$ cat config.mk
export PLATFORM = sky130hd
export DESIGN_NAME = joystick_deadzone_quantizer_top
export DESIGN_NICKNAME = d
export VERILOG_FILES = /design/src/rtl/jdq_pkg.sv /design/src/rtl/jdq_ctrl.sv /design/src/rtl/jdq_datapath.sv /design/src/rtl/joystick_deadzone_quantizer_top.sv
export VERILOG_INCLUDE_DIRS = /design/src /design/src/rtl
export SDC_FILE = /design/constraint.sdc
export NUM_CORES = 1
export LEC_CHECK = 0
export BUFFER_PORTS_ARGS = -buffer_cell sky130_fd_sc_hd__buf_2
export CORE_ASPECT_RATIO = 2
export CORE_MARGIN = 2
export CORE_UTILIZATION = 45
export CTS_BUF_LIST = sky130_fd_sc_hd__clkbuf_4 sky130_fd_sc_hd__clkbuf_8
export DETAILED_ROUTE_END_ITERATION = 6
export HOLD_SLACK_MARGIN = 0.08
export PLACE_DENSITY = 0.7
export RECOVER_POWER = 25
export SYNTH_ARGS = -nofsm -noshare
export SYNTH_HDL_FRONTEND = slang
export SYNTH_SLANG_ARGS = --single-unit
$ cat constraint.sdc
create_clock -name clock -period 6.2 [get_ports clock]
set_input_delay 1.24 -clock clock [delete_from_list [all_inputs] [get_ports clock]]
set_output_delay 1.24 -clock clock [all_outputs]
set_load 0.005 [all_outputs]
$ cat src/rtl/joystick_deadzone_quantizer_top_assert.svh
// ============================================================================
// Assertion macros for the joystick dead-zone quantizer
// Shared concurrent-assertion templates, synchronous reset disables them.
// ============================================================================
`ifndef JOYSTICK_DEADZONE_QUANTIZER_TOP_ASSERT_SVH
`define JOYSTICK_DEADZONE_QUANTIZER_TOP_ASSERT_SVH

// same-cycle implication
`define JDQ_ASSERT_SAME(label, clk, rst, ante, cons, msg) \
   label: assert property (@(posedge clk) disable iff (rst) (ante) |-> (cons)) \
      else $error(msg);

// next-cycle implication
`define JDQ_ASSERT_NEXT(label, clk, rst, ante, cons, msg) \
   label: assert property (@(posedge clk) disable iff (rst) (ante) |=> (cons)) \
      else $error(msg);

`endif

$ cat src/rtl/jdq_pkg.sv
// ============================================================================
// jdq_pkg
// Types and fixed constants of the joystick dead-zone quantizer.
// ============================================================================
package jdq_pkg;

   localparam int SAMPLE_W = 12;  // raw sample field width
   localparam int MARGIN_W = 10;  // dead_margin register width
   localparam int CODE_W   = 4;   // per-axis code width
   localparam int QUO_W    = 3;   // quotient bits, every quotient is below 8
   localparam int STEP_W   = 2;   // divide step counter width
   localparam int PACK_W   = 2 * CODE_W;

   localparam int LOW_SCALE  = 6;
   localparam int HIGH_SCALE = 7;

   localparam logic [MARGIN_W-1:0] MARGIN_RESET = 10'd50;
   localparam logic [CODE_W-1:0]   DEAD_CODE    = 4'd7;

   // command bit of an input word
   localparam logic CMD_CAL = 1'b0;
   localparam logic CMD_RUN = 1'b1;

   // axis select
   localparam logic AXIS_X = 1'b0;
   localparam logic AXIS_Y = 1'b1;

   typedef enum logic [4:0] {
      ST_IDLE   = 5'b00001,
      ST_SETUP  = 5'b00010,
      ST_DIVIDE = 5'b00100,
      ST_STORE  = 5'b01000,
      ST_DECIDE = 5'b10000
   } jdq_state_type;

   typedef struct packed {
      logic              capture;    // latch samples of the accepted word
      logic              calibrate;  // widen rest bands from the input ports
      logic              setup;      // pick branch, load numerator/divisor
      logic              axis;       // axis for setup and store
      logic              divide;     // one restoring divide step
      logic [STEP_W-1:0] shift;      // quotient bit position of this step
      logic              store;      // write finished code of axis
      logic              emit;       // load output word, update previous codes
   } jdq_cmd_type;

   typedef struct packed {
      logic changed;  // current codes differ from previous run codes
   } jdq_status_type;

endpackage

$ cat src/rtl/jdq_ctrl.sv
// ============================================================================
// jdq_ctrl
// Sequencer: handshakes, per-axis divide sequencing and output valid.
// ============================================================================
`include "joystick_deadzone_quantizer_top_assert.svh"

module jdq_ctrl (
   input  logic                    clock,
   input  logic                    reset,
   input  logic                    req_valid,
   output logic                    req_ready,
   input  logic                    req_cmd,
   output logic                    rsp_valid,
   input  logic                    rsp_ready,
   output jdq_pkg::jdq_cmd_type    dp_cmd,
   input  jdq_pkg::jdq_status_type dp_status
);
   import jdq_pkg::*;

   jdq_state_type     state_ff, state_in;
   logic [STEP_W-1:0] step_ff, step_in;
   logic              axis_ff, axis_in;
   logic              rsp_valid_ff, rsp_valid_in;
   logic              out_free;

   assign out_free  = !rsp_valid_ff || rsp_ready;
   assign req_ready = (state_ff == ST_IDLE);
   assign rsp_valid = rsp_valid_ff;

   always_comb begin
      state_in = state_ff;
      step_in  = step_ff;
      axis_in  = axis_ff;
      dp_cmd   = '0;
      dp_cmd.axis  = axis_ff;
      dp_cmd.shift = step_ff;
      case (state_ff)
         ST_IDLE: begin
            if (req_valid) begin
               dp_cmd.capture = 1'b1;
               if (req_cmd == CMD_RUN) begin
                  axis_in  = AXIS_X;
                  state_in = ST_SETUP;
               end else begin
                  dp_cmd.calibrate = 1'b1;
               end
            end
         end
         ST_SETUP: begin
            dp_cmd.setup = 1'b1;
            step_in  = STEP_W'(QUO_W - 1);
            state_in = ST_DIVIDE;
         end
         ST_DIVIDE: begin
            dp_cmd.divide = 1'b1;
            if (step_ff == '0) begin
               state_in = ST_STORE;
            end else begin
               step_in = step_ff - 1'b1;
            end
         end
         ST_STORE: begin
            dp_cmd.store = 1'b1;
            if (axis_ff == AXIS_Y) begin
               state_in = ST_DECIDE;
            end else begin
               axis_in  = AXIS_Y;
               state_in = ST_SETUP;
            end
         end
         ST_DECIDE: begin
            if (!dp_status.changed) begin
               state_in = ST_IDLE;
            end else if (out_free) begin
               dp_cmd.emit = 1'b1;
               state_in    = ST_IDLE;
            end
         end
         default: begin
            state_in = ST_IDLE;
         end
      endcase
   end

   always_comb begin
      if (dp_cmd.emit) begin
         rsp_valid_in = 1'b1;
      end else if (rsp_ready) begin
         rsp_valid_in = 1'b0;
      end else begin
         rsp_valid_in = rsp_valid_ff;
      end
   end

   always_ff @(posedge clock) begin
      if (reset) begin
         state_ff     <= ST_IDLE;
         step_ff      <= '0;
         axis_ff      <= AXIS_X;
         rsp_valid_ff <= 1'b0;
      end else begin
         state_ff     <= state_in;
         step_ff      <= step_in;
         axis_ff      <= axis_in;
         rsp_valid_ff <= rsp_valid_in;
      end
   end

   `JDQ_ASSERT_NEXT(a_run_starts_x, clock, reset,
      req_valid && req_ready && (req_cmd == CMD_RUN),
      (state_ff == ST_SETUP) && (axis_ff == AXIS_X), "run word did not start x axis")
   `JDQ_ASSERT_SAME(a_emit_only_changed, clock, reset,
      dp_cmd.emit, dp_status.changed, "emit without a code change")
   `JDQ_ASSERT_SAME(a_emit_slot_free, clock, reset,
      dp_cmd.emit, out_free, "emit would overwrite a pending word")
   `JDQ_ASSERT_NEXT(a_divide_ends, clock, reset,
      (state_ff == ST_DIVIDE) && (step_ff == '0), state_ff == ST_STORE,
      "divide did not end after last step")

endmodule

$ cat src/rtl/jdq_datapath.sv
// ============================================================================
// jdq_datapath
// Rest bands, margin, branch select, shared 3-bit restoring divider, codes.
// ============================================================================
module jdq_datapath #(
   parameter int ADC_BITS = 12
) (
   input  logic                            clock,
   input  logic                            reset,
   input  jdq_pkg::jdq_cmd_type            dp_cmd,
   input  logic [jdq_pkg::SAMPLE_W-1:0]    req_x_sample,
   input  logic [jdq_pkg::SAMPLE_W-1:0]    req_y_sample,
   input  logic                            csr_wr_en,
   input  logic [jdq_pkg::MARGIN_W-1:0]    csr_wr_data,
   output jdq_pkg::jdq_status_type         dp_status,
   output logic [jdq_pkg::PACK_W-1:0]      rsp_packed_code
);
   import jdq_pkg::*;

   localparam int SW = ADC_BITS;
   localparam int CW = (SW > SAMPLE_W) ? SW : SAMPLE_W;   // clamp compare width
   localparam int EW = ((SW > MARGIN_W) ? SW : MARGIN_W) + 1;  // sum width, no wrap
   localparam int NW = SW + 3;                            // numerator width
   localparam logic [SW-1:0] FULL = {SW{1'b1}};

   function automatic logic [SW-1:0] clamp(input logic [SAMPLE_W-1:0] raw);
      logic [CW-1:0] wide;
      wide = CW'(raw);
      if (wide > CW'(FULL)) begin
         clamp = FULL;
      end else begin
         clamp = wide[SW-1:0];
      end
   endfunction

   logic [MARGIN_W-1:0] margin_ff;
   logic [SW-1:0]       x_low_ff, x_high_ff, y_low_ff, y_high_ff;
   logic [SW-1:0]       x_s_ff, y_s_ff;
   logic [CODE_W-1:0]   x_code_ff, y_code_ff;
   logic [CODE_W-1:0]   prev_x_ff, prev_y_ff;
   logic [PACK_W-1:0]   rsp_packed_code_ff;
   logic [NW-1:0]       rem_ff, rem_in;
   logic [SW-1:0]       den_ff, den_in;
   logic [QUO_W-1:0]    quo_ff;
   logic                hi_ff, hi_in;
   logic                dz_ff, dz_in;

   logic [SW-1:0] x_clamp, y_clamp;
   logic [SW-1:0] s_sel, low_sel, high_sel;
   logic [EW-1:0] s_plus_m, edge_sum, low_minus, hi_span, hi_off;
   logic          lo_hit, hi_hit;
   logic [NW-1:0] lo_num, hi_num, trial;
   logic          ge;
   logic [CODE_W-1:0] code;

   assign x_clamp = clamp(req_x_sample);
   assign y_clamp = clamp(req_y_sample);

   // branch select for the axis being worked on
   assign s_sel    = (dp_cmd.axis == AXIS_Y) ? y_s_ff    : x_s_ff;
   assign low_sel  = (dp_cmd.axis == AXIS_Y) ? y_low_ff  : x_low_ff;
   assign high_sel = (dp_cmd.axis == AXIS_Y) ? y_high_ff : x_high_ff;

   assign s_plus_m  = EW'(s_sel) + EW'(margin_ff);
   assign edge_sum  = EW'(high_sel) + EW'(margin_ff);
   assign low_minus = EW'(low_sel) - EW'(margin_ff);
   assign hi_span   = EW'(FULL) - edge_sum;
   assign hi_off    = EW'(s_sel) - edge_sum;
   assign lo_hit    = s_plus_m < EW'(low_sel);
   assign hi_hit    = EW'(s_sel) > edge_sum;
   assign lo_num    = NW'(s_sel) * NW'(LOW_SCALE);
   assign hi_num    = NW'(hi_off[SW-1:0]) * NW'(HIGH_SCALE);

   // restoring step; quotient < 8 so three steps from bit 2 down suffice
   assign trial = NW'(den_ff) << dp_cmd.shift;
   assign ge    = rem_ff >= trial;

   always_comb begin
      rem_in = rem_ff;
      den_in = den_ff;
      hi_in  = hi_ff;
      dz_in  = dz_ff;
      if (dp_cmd.setup) begin
         if (lo_hit) begin
            rem_in = lo_num;
            den_in = low_minus[SW-1:0];
            hi_in  = 1'b0;
            dz_in  = 1'b0;
         end else if (hi_hit) begin
            rem_in = hi_num;
            den_in = hi_span[SW-1:0];
            hi_in  = 1'b1;
            dz_in  = 1'b0;
         end else begin
            rem_in = '0;
            den_in = SW'(1);
            hi_in  = 1'b0;
            dz_in  = 1'b1;
         end
      end else if (dp_cmd.divide && ge) begin
         rem_in = rem_ff - trial;
      end
   end

   assign code = dz_ff ? DEAD_CODE : {hi_ff, quo_ff};

   // payload registers
   always_ff @(posedge clock) begin
      rem_ff <= rem_in;
      den_ff <= den_in;
      hi_ff  <= hi_in;
      dz_ff  <= dz_in;
      if (dp_cmd.divide) begin
         quo_ff <= {quo_ff[QUO_W-2:0], ge};
      end
      if (dp_cmd.capture) begin
         x_s_ff <= x_clamp;
         y_s_ff <= y_clamp;
      end
      if (dp_cmd.store) begin
         if (dp_cmd.axis == AXIS_Y) begin
            y_code_ff <= code;
         end else begin
            x_code_ff <= code;
         end
      end
      if (dp_cmd.emit) begin
         rsp_packed_code_ff <= {y_code_ff, x_code_ff};
      end
   end

   // architectural state
   always_ff @(posedge clock) begin
      if (reset) begin
         margin_ff <= MARGIN_RESET;
         x_low_ff  <= FULL;
         x_high_ff <= '0;
         y_low_ff  <= FULL;
         y_high_ff <= '0;
         prev_x_ff <= '0;
         prev_y_ff <= '0;
      end else begin
         if (csr_wr_en) begin
            margin_ff <= csr_wr_data;
         end
         if (dp_cmd.calibrate) begin
            if (x_clamp > x_high_ff) x_high_ff <= x_clamp;
            if (x_clamp < x_low_ff)  x_low_ff  <= x_clamp;
            if (y_clamp > y_high_ff) y_high_ff <= y_clamp;
            if (y_clamp < y_low_ff)  y_low_ff  <= y_clamp;
         end
         if (dp_cmd.emit) begin
            prev_x_ff <= x_code_ff;
            prev_y_ff <= y_code_ff;
         end
      end
   end

   assign dp_status.changed = (x_code_ff != prev_x_ff) || (y_code_ff != prev_y_ff);
   assign rsp_packed_code   = rsp_packed_code_ff;

endmodule

$ cat src/rtl/joystick_deadzone_quantizer_top.sv
// ============================================================================
// joystick_deadzone_quantizer_top
// Dead-zone quantizer for a two-axis joystick, 4-bit code per axis.
// ============================================================================
// Usage:
//  - req channel (valid/ready): one word = cmd, x_sample, y_sample.
//    cmd = 0 is a calibration word: it widens each axis' rest band (min/max)
//    and is absorbed in the accept cycle, so calibration words go at one per
//    cycle while the block is idle and never produce a response.
//  - cmd = 1 is a run word: each axis is quantized in turn by one shared
//    restoring divider (3 quotient bits, one per cycle). A run word keeps
//    the block busy through setup, 3 divide steps and a store per axis,
//    then the decide state. rsp_valid is registered from the decide emit.
//  - rsp channel (valid/ready): packed_code = {y_code, x_code}, sent only
//    when either code differs from the previous run word's codes.
//  - The response sits in an output register; the block takes the next word
//    while it waits. Only a second changed result stalls (in the decide
//    cycle) until rsp_ready frees the register.
//  - csr port: csr_wr_en writes dead_margin at once; write it only while idle.
//  - Reset (sync, active high): margin = 50, bands empty (low = full scale,
//    high = 0), previous codes 0/0, no response pending.
// ============================================================================
module joystick_deadzone_quantizer_top #(
   parameter int ADC_BITS = 12
) (
   input  logic                         clock,
   input  logic                         reset,
   input  logic                         req_valid,
   output logic                         req_ready,
   input  logic                         req_cmd,
   input  logic [jdq_pkg::SAMPLE_W-1:0] req_x_sample,
   input  logic [jdq_pkg::SAMPLE_W-1:0] req_y_sample,
   output logic                         rsp_valid,
   input  logic                         rsp_ready,
   output logic [jdq_pkg::PACK_W-1:0]   rsp_packed_code,
   input  logic                         csr_wr_en,
   input  logic [jdq_pkg::MARGIN_W-1:0] csr_wr_data
);
   import jdq_pkg::*;

   jdq_cmd_type    dp_cmd;
   jdq_status_type dp_status;

   // sequencer: owns both handshakes and the divide step count
   jdq_ctrl u_ctrl (
      .clock     (clock),
      .reset     (reset),
      .req_valid (req_valid),
      .req_ready (req_ready),
      .req_cmd   (req_cmd),
      .rsp_valid (rsp_valid),
      .rsp_ready (rsp_ready),
      .dp_cmd    (dp_cmd),
      .dp_status (dp_status)
   );

   // bands, margin, divider and code registers
   jdq_datapath #(
      .ADC_BITS (ADC_BITS)
   ) u_datapath (
      .clock           (clock),
      .reset           (reset),
      .dp_cmd          (dp_cmd),
      .req_x_sample    (req_x_sample),
      .req_y_sample    (req_y_sample),
      .csr_wr_en       (csr_wr_en),
      .csr_wr_data     (csr_wr_data),
      .dp_status       (dp_status),
      .rsp_packed_code (rsp_packed_code)
   );

endmodule

# Yosys cells after proc, flatten, opt, wreduce, memory -nomap -nowiden
# Cells that the tools add are included.
# word_totals
reg_bits	147
input_bits	40
output_inout_bits	10
elab_cells	108
# classes
addsub	7
mul	2
order_cmp	9
n_eq_ne	12
shifts	1
mux	37
bitwise	1
n_reduce_logical	18
# ops
operator	count
12-bit 2-to-1 mux	7
15-bit 2-to-1 mux	4
5-bit 2-to-1 mux	6
12-bit by 10-bit adder with 13-bit output	2
5-bit case mux with 5 select lines	1
12-bit > comparator	2
12-bit > comparator, second input constant	2
12-bit < comparator	2
15-bit greater-or-equal comparator	1
12-bit by 3-bit multiplier with 15-bit output, second input constant	1
12-bit by 2-bit << shifter with 15-bit output	1
15-bit subtractor	1
12-bit by 2-bit multiplier with 14-bit output, second input constant	1
2-bit AND reduction	7
12-bit by 13-bit > comparator with 1-bit output	1
13-bit by 12-bit < comparator with 1-bit output	1
1-bit 2-to-1 mux	13
12-bit by 10-bit subtractor with 12-bit output	1
12-bit subtractor	1
12-bit subtractor, first input constant	1
4-bit != test	2
2-bit nonzero test	4
2-bit 2-to-1 mux	3
5-bit by 1-bit == test with 1-bit output, second input constant	1
18 further kinds	21

# Logic depth before layout (Yosys ltp)
# logic_depth
ltp_word	7
depth_mapped	31
ltp_nobuf	28

# By module
# Synthesis repeated with hierarchy kept, for this count alone.
# hier_totals
cells_unflattened	1251
hier_area_um2	11466.0
# by_module_without_submodules
mod	n_inst	cells_each	area_each_um2	seq_area_each_um2
jdq_datapath	1	1195	10950.5	3483.3
jdq_ctrl	1	56	515.5	180.2

# Worst setup path after synthesis
# Ideal clock, no wire load.
# synth_timing
path_kind	flip-flop to flip-flop
startpoint	register u_ctrl.axis_ff
endpoint	register u_datapath.rem_ff[13] (data pin)
setup_ps	159
arrival_ps	6152
t_required_ps	6041
setup_slack_ps	-111
stages_incl_launch_ff	30
path_buffers	3
period_less_slack_ps	6311
path_cell_list	dfxtp_1 > clkbuf_1 > clkbuf_1 > clkbuf_1 > nand2_1 > o21ai_0 > ha_1 > a21o_1 > a21oi_1 > nor2_1 > o21a_1 > nor2_1 > xor2_1 > ha_1 > nor2b_1 > or3_1 > a21o_1 > a21oi_1 > xnor2_1 > inv_1 > fa_1 > inv_1 > ha_1 > and3_1 > a21oi_1 > o21ai_0 > o41ai_1 > xnor2_1 > nand3_1 > a22oi_1
# synth_between
elab_chain_cells	7
word_cells_on_any_way	13
cone_classes	add/sub (3); mul (2); order compare (2); mux (6)
# synth_lines
item	line	rtl
from (decl)	jdq_ctrl.sv:22	logic axis_ff, axis_in;
from (signal assigned)	jdq_ctrl.sv:104	axis_ff <= axis_in;
12-bit 2-to-1 mux	jdq_datapath.sv:62	assign high_sel = (dp_cmd.axis == AXIS_Y) ? y_high_ff : x_high_ff;
12-bit by 10-bit adder with 13-bit output	jdq_datapath.sv:65	assign edge_sum = EW'(high_sel) + EW'(margin_ff);
12-bit subtractor	jdq_datapath.sv:68	assign hi_off = EW'(s_sel) - edge_sum;
12-bit by 3-bit multiplier with 15-bit output	jdq_datapath.sv:72	assign hi_num = NW'(hi_off[SW-1:0]) * NW'(HIGH_SCALE);
15-bit 2-to-1 mux	jdq_datapath.sv:89	end else if (hi_hit) begin
15-bit 2-to-1 mux *	jdq_datapath.sv:84	if (lo_hit) begin
15-bit 2-to-1 mux *	jdq_datapath.sv:83	if (dp_cmd.setup) begin
net u_datapath.rem_in[13]	jdq_datapath.sv:42	logic [NW-1:0] rem_ff, rem_in;
to (signal assigned)	jdq_datapath.sv:109	rem_ff <= rem_in;
to (decl)	jdq_datapath.sv:42	
# Mark *: on every way through the listed nets, which the timed path passes. The rest lies on a longest branch.
# A chain may end at the register's enable or synchronous reset.

# Worst setup path after layout
# Same ends and word-level chain as after synthesis.

==> results_dict.tcl <==
set metrics [dict create \
    wl_met2_mm 17.18 \
    dr.pass1.iters 5 \
    path_class "reg2reg" \
    synth-compound-area-share_pct 17.97 \
    die_w_microns 116.5 \
    final_area_sq_um 12370 \
    p_int_mw 3.848 \
    dp_hpwl_mm 25.04 \
    htreeDepth 4 \
    top_layer "met4" \
    finalMaxSlewViolations 0 \
    synth.mux.area_fraction_pct 6.591 \
    drc 0 \
    outcome "finished, final reports clean" \
    insertion_delay_ns 0.49 \
    period_minus_slack_ns 5.892 \
    postCtsResizedCells 0 \
    cp.required_ns 6.50 \
    grt_pass1_vias 9752 \
    crit_start "u_ctrl.axis_ff$_SDFFE_PP0P_" \
    synth-seq-cells 147 \
    m1WireLength_mm 9.641 \
    setup_slack_ns 0.3078 \
    hp-class "reg2reg" \
    final.setup_skew_ns 0.01154 \
    cts_tree "done" \
    hold_ws_ns 0.4841 \
    slew_headroom_pct 26.22 \
    clock_sinks 147 \
    wl_per_cell_microns 18.47 \
    fp-row-count 82 \
    peakVddDrop_v 0.0003868 \
    min_from "u_datapath.quo_ff[0]$_DFFE_PP_" \
    syn-instance-count 1273 \
    core_sq_um 24930 \
    comb_power_share_pct 72.0 \
    timing.critical_path.fanout_max 5 \
    die_h_microns 229 \
    grt_use_total_pct 23.79 \
    end_kind "flip-flop" \
    finalHoldViolations 0 \
    cp_slowest_cell "fa_1" \
    post-place-ws_ns 0.2794 \
    synth_flop_cell "dfxtp_1" \
    cts_buffer_depth 2 \
    maxCapViolations 0 \
    hold_buffers 0 \
    initial_core_util_pct 45.69 \
    cts_setup_buffers 0 \
    final_antenna_net_count 0 \
    port_buffers 49 \
    power_switching_mw 3.650 \
    io_pins 50 \
    swShare_pct 48.68 \
    arrival_ns 6.19 \
    syn_to_final_growth_pct 8.612 \
    netlist_area_sq_um 11390 \
    power_frac_seq_pct 17.9 \
    async_flop_share_pct 0 \
    synth-seq-area-share_pct 32.16 \
    setup_violations 0 \
    fmax_mhz 169.7 \
    leakage_nw 5.437 \
    synth-simple-area-share_pct 13.62 \
    gp_congestion 0.9328 \
    drive_gt1_share_pct 8.745 \
    post-route-period-util_pct 95.03 \
    grt_pass1_wl_mm 48.20 \
    clkTransAtPathRegs_ns 0.10 \
    antenna_found_initial 1 \
    clockPowerShare_pct 10.1 \
    synth_top_family_by_area "adder cells" \
    r2r_start "u_ctrl.axis_ff$_SDFFE_PP0P_" \
    drt_wl_total_mm 30.51 \
    worst_pin_slew_ns 1.105 \
    overflow 0 \
    syn-num-nets 1470 \
    placed_area_sq_um 11990 \
    yosys_warnings 0 \
    synth-xor-area-share_pct 5.152 \
    vias 9423 \
    grt_start_max_net_pins 34 \
    slowest_delay_ns 0.54 \
    die-area_sq_um 26680 \
    yosysUniqueCellTypes 62 \
    cts_buffers 17 \
    p_per_area_nw_per_um2 606.1 \
    synth_fa_ha_area_share_pct 18.23 \
    final_nets 1499 \
    cts_root_buf "clkbuf_8" \
    drt-initial-drc-count 403 \
    syn_avg_cell_area_sq_um 8.948 \
    cp-start-kind "flip-flop" \
    viasPerCell 5.704 \
    synth_edf_count 72 \
    dr_wl_met3_microns 742 \
]
==> cells in the final DEF, fill, tap and decap left out, types with 17 or more instances in the layout <==
cell	count
dfxtp_1	74
nor3_1	23
a21oi_1	71
o21a_1	18
clkbuf_1	26
and3_1	21
ha_1	142
o211ai_1	19
xnor2_1	51
nand2_1	77
buf_4	20
o21ai_0	71
nand2b_1	18
nand3_1	31
buf_2	24
clkbuf_8	17
nor2_1	108
edfxtp_1	72
a21o_1	33
mux2i_1	57
inv_1	124
==> Yosys cell counts, drive strengths merged (3+ instances only) <==
library cell / instances / area [sq um]
xnor2: 52 / 455.4
a211oi: 17 / 142.6
nand3: 31 / 155.2
nor2b: 12 / 75.07
or3: 4 / 25.02
or2: 8 / 50.05
ha: 142 / 1777
and2: 6 / 37.54
o31a: 4 / 35.03
inv: 125 / 469.2
edfxtp: 72 / 2162
a211o: 13 / 113.9
clkbuf: 55 / 206.5
o31ai: 8 / 60.06
fa: 15 / 300.3
nor2: 108 / 405.4
dfxtp: 75 / 1501
nor3: 23 / 115.1
a21o: 33 / 247.7
mux2: 16 / 180.2
o211ai: 19 / 142.6
nor4: 4 / 25.02
o21ai: 74 / 370.4
o21bai: 8 / 60.06
a31oi: 11 / 68.82
o21a: 18 / 135.1
a2111oi: 3 / 32.53
and3: 21 / 131.4
o41ai: 6 / 52.55
nand2b: 18 / 112.6
nand2: 77 / 289.0
o2111ai: 6 / 52.55
buf: 6 / 35.03
nand4: 15 / 93.84
mux2i: 57 / 570.6
xor2: 15 / 131.4
a21oi: 71 / 355.3
==> area by class of cell <==
class,instances,area (sq um)
Antenna cell,1,2.502
Fill cell,2342,12560
Timing Repair Buffer,71,382.9
Inverter,126,473.0
Multi-Input combinational cell,939,7033
Sequential cell,147,3665
Clock inverter,15,161.4
Clock buffer,17,234.0
Tap cell,336,420.4
==> final timing paths <==
| kind | endpoint | slack [ns] | depth (start not counted) |
|---|---|---|---|
| max | u_datapath.rem_ff[13]$_DFFE_PP_ | 0.31 | 25 |
| min | u_datapath.quo_ff[1]$_DFFE_PP_ | 0.48 | 0 |
| max reg2reg | u_datapath.rem_ff[13]$_DFFE_PP_ | 0.31 | 25 |
| min reg2reg | u_datapath.quo_ff[1]$_DFFE_PP_ | 0.48 | 0 |
==> critical path, delay by kind of cell (launching register included) <==
family                     cells  cell delay (ns)
DFF                            1             0.40
adders and majority gates      4             1.41
xor gates and xnor gates       3             0.54
buffers and inverters          2             0.16
and+or+nand+nor                6             1.04
muxes                          1             0.36
AOI/OAI and AO/OA              9             1.80
==> state kept, by name, indices dropped and copies added (netlist names) <==
register                    cells
u_datapath.x_code_ff            4
u_datapath.x_high_ff           12
u_datapath.x_s_ff              12
u_datapath.rem_ff              15
u_datapath.y_code_ff            4
u_datapath.x_low_ff            12
u_datapath.y_low_ff            12
u_ctrl.rsp_valid                1
u_ctrl.step_ff                  2
u_datapath.rsp_packed_code      8
u_ctrl.state_ff                 5
u_datapath.dz_ff                1
u_datapath.y_s_ff              12
u_datapath.margin_ff           10
u_ctrl.axis_ff                  1
u_datapath.prev_y_ff            4
u_datapath.quo_ff               3
u_datapath.prev_x_ff            4
u_datapath.y_high_ff           12
u_datapath.hi_ff                1
u_datapath.den_ff              12
==> power by group through the flow <==
stage	clock [mW]	sequential, mW	combinational (mW)
final	0.759	1.34	5.40
after detailed placement	0	1.36	5.28
after global placement	0	1.36	5.12
after global routing	0.806	1.36	6.04
after CTS	0.772	1.34	5.30
after floorplan	0	1.33	4.06
==> cell families after synthesis <==
group,after synthesis
AOI/OAI and AO/OA,311
xor gates and xnor gates,67
adders and majority gates,157
buffers and inverters,187
DFF,147
muxes,73
and+or+nand+nor,331
==> routing by layer <==
layer | vias to the layer above | GRT usage [%]
met4 | 0 | 21.02
met5 | - | 0
met2 | 253 | 46.00
li1 | 4592 | -
met3 | 141 | 2.699
met1 | 4437 | 19.93
==> metrics by stage <==
step                utilization (%)  power, mW  TNS (ns)  std cells
floorplan                         -      5.396         0       1273
detailed placement            48.08      6.639         0       1619
finish                        49.62      7.499         0       1652
CTS                           49.66      7.418         0       1651
global route                  49.62      8.208  -0.02930       1652
global placement              48.08      6.480         0       1619
No activity file was read; power rests on OpenSTA's default activity.
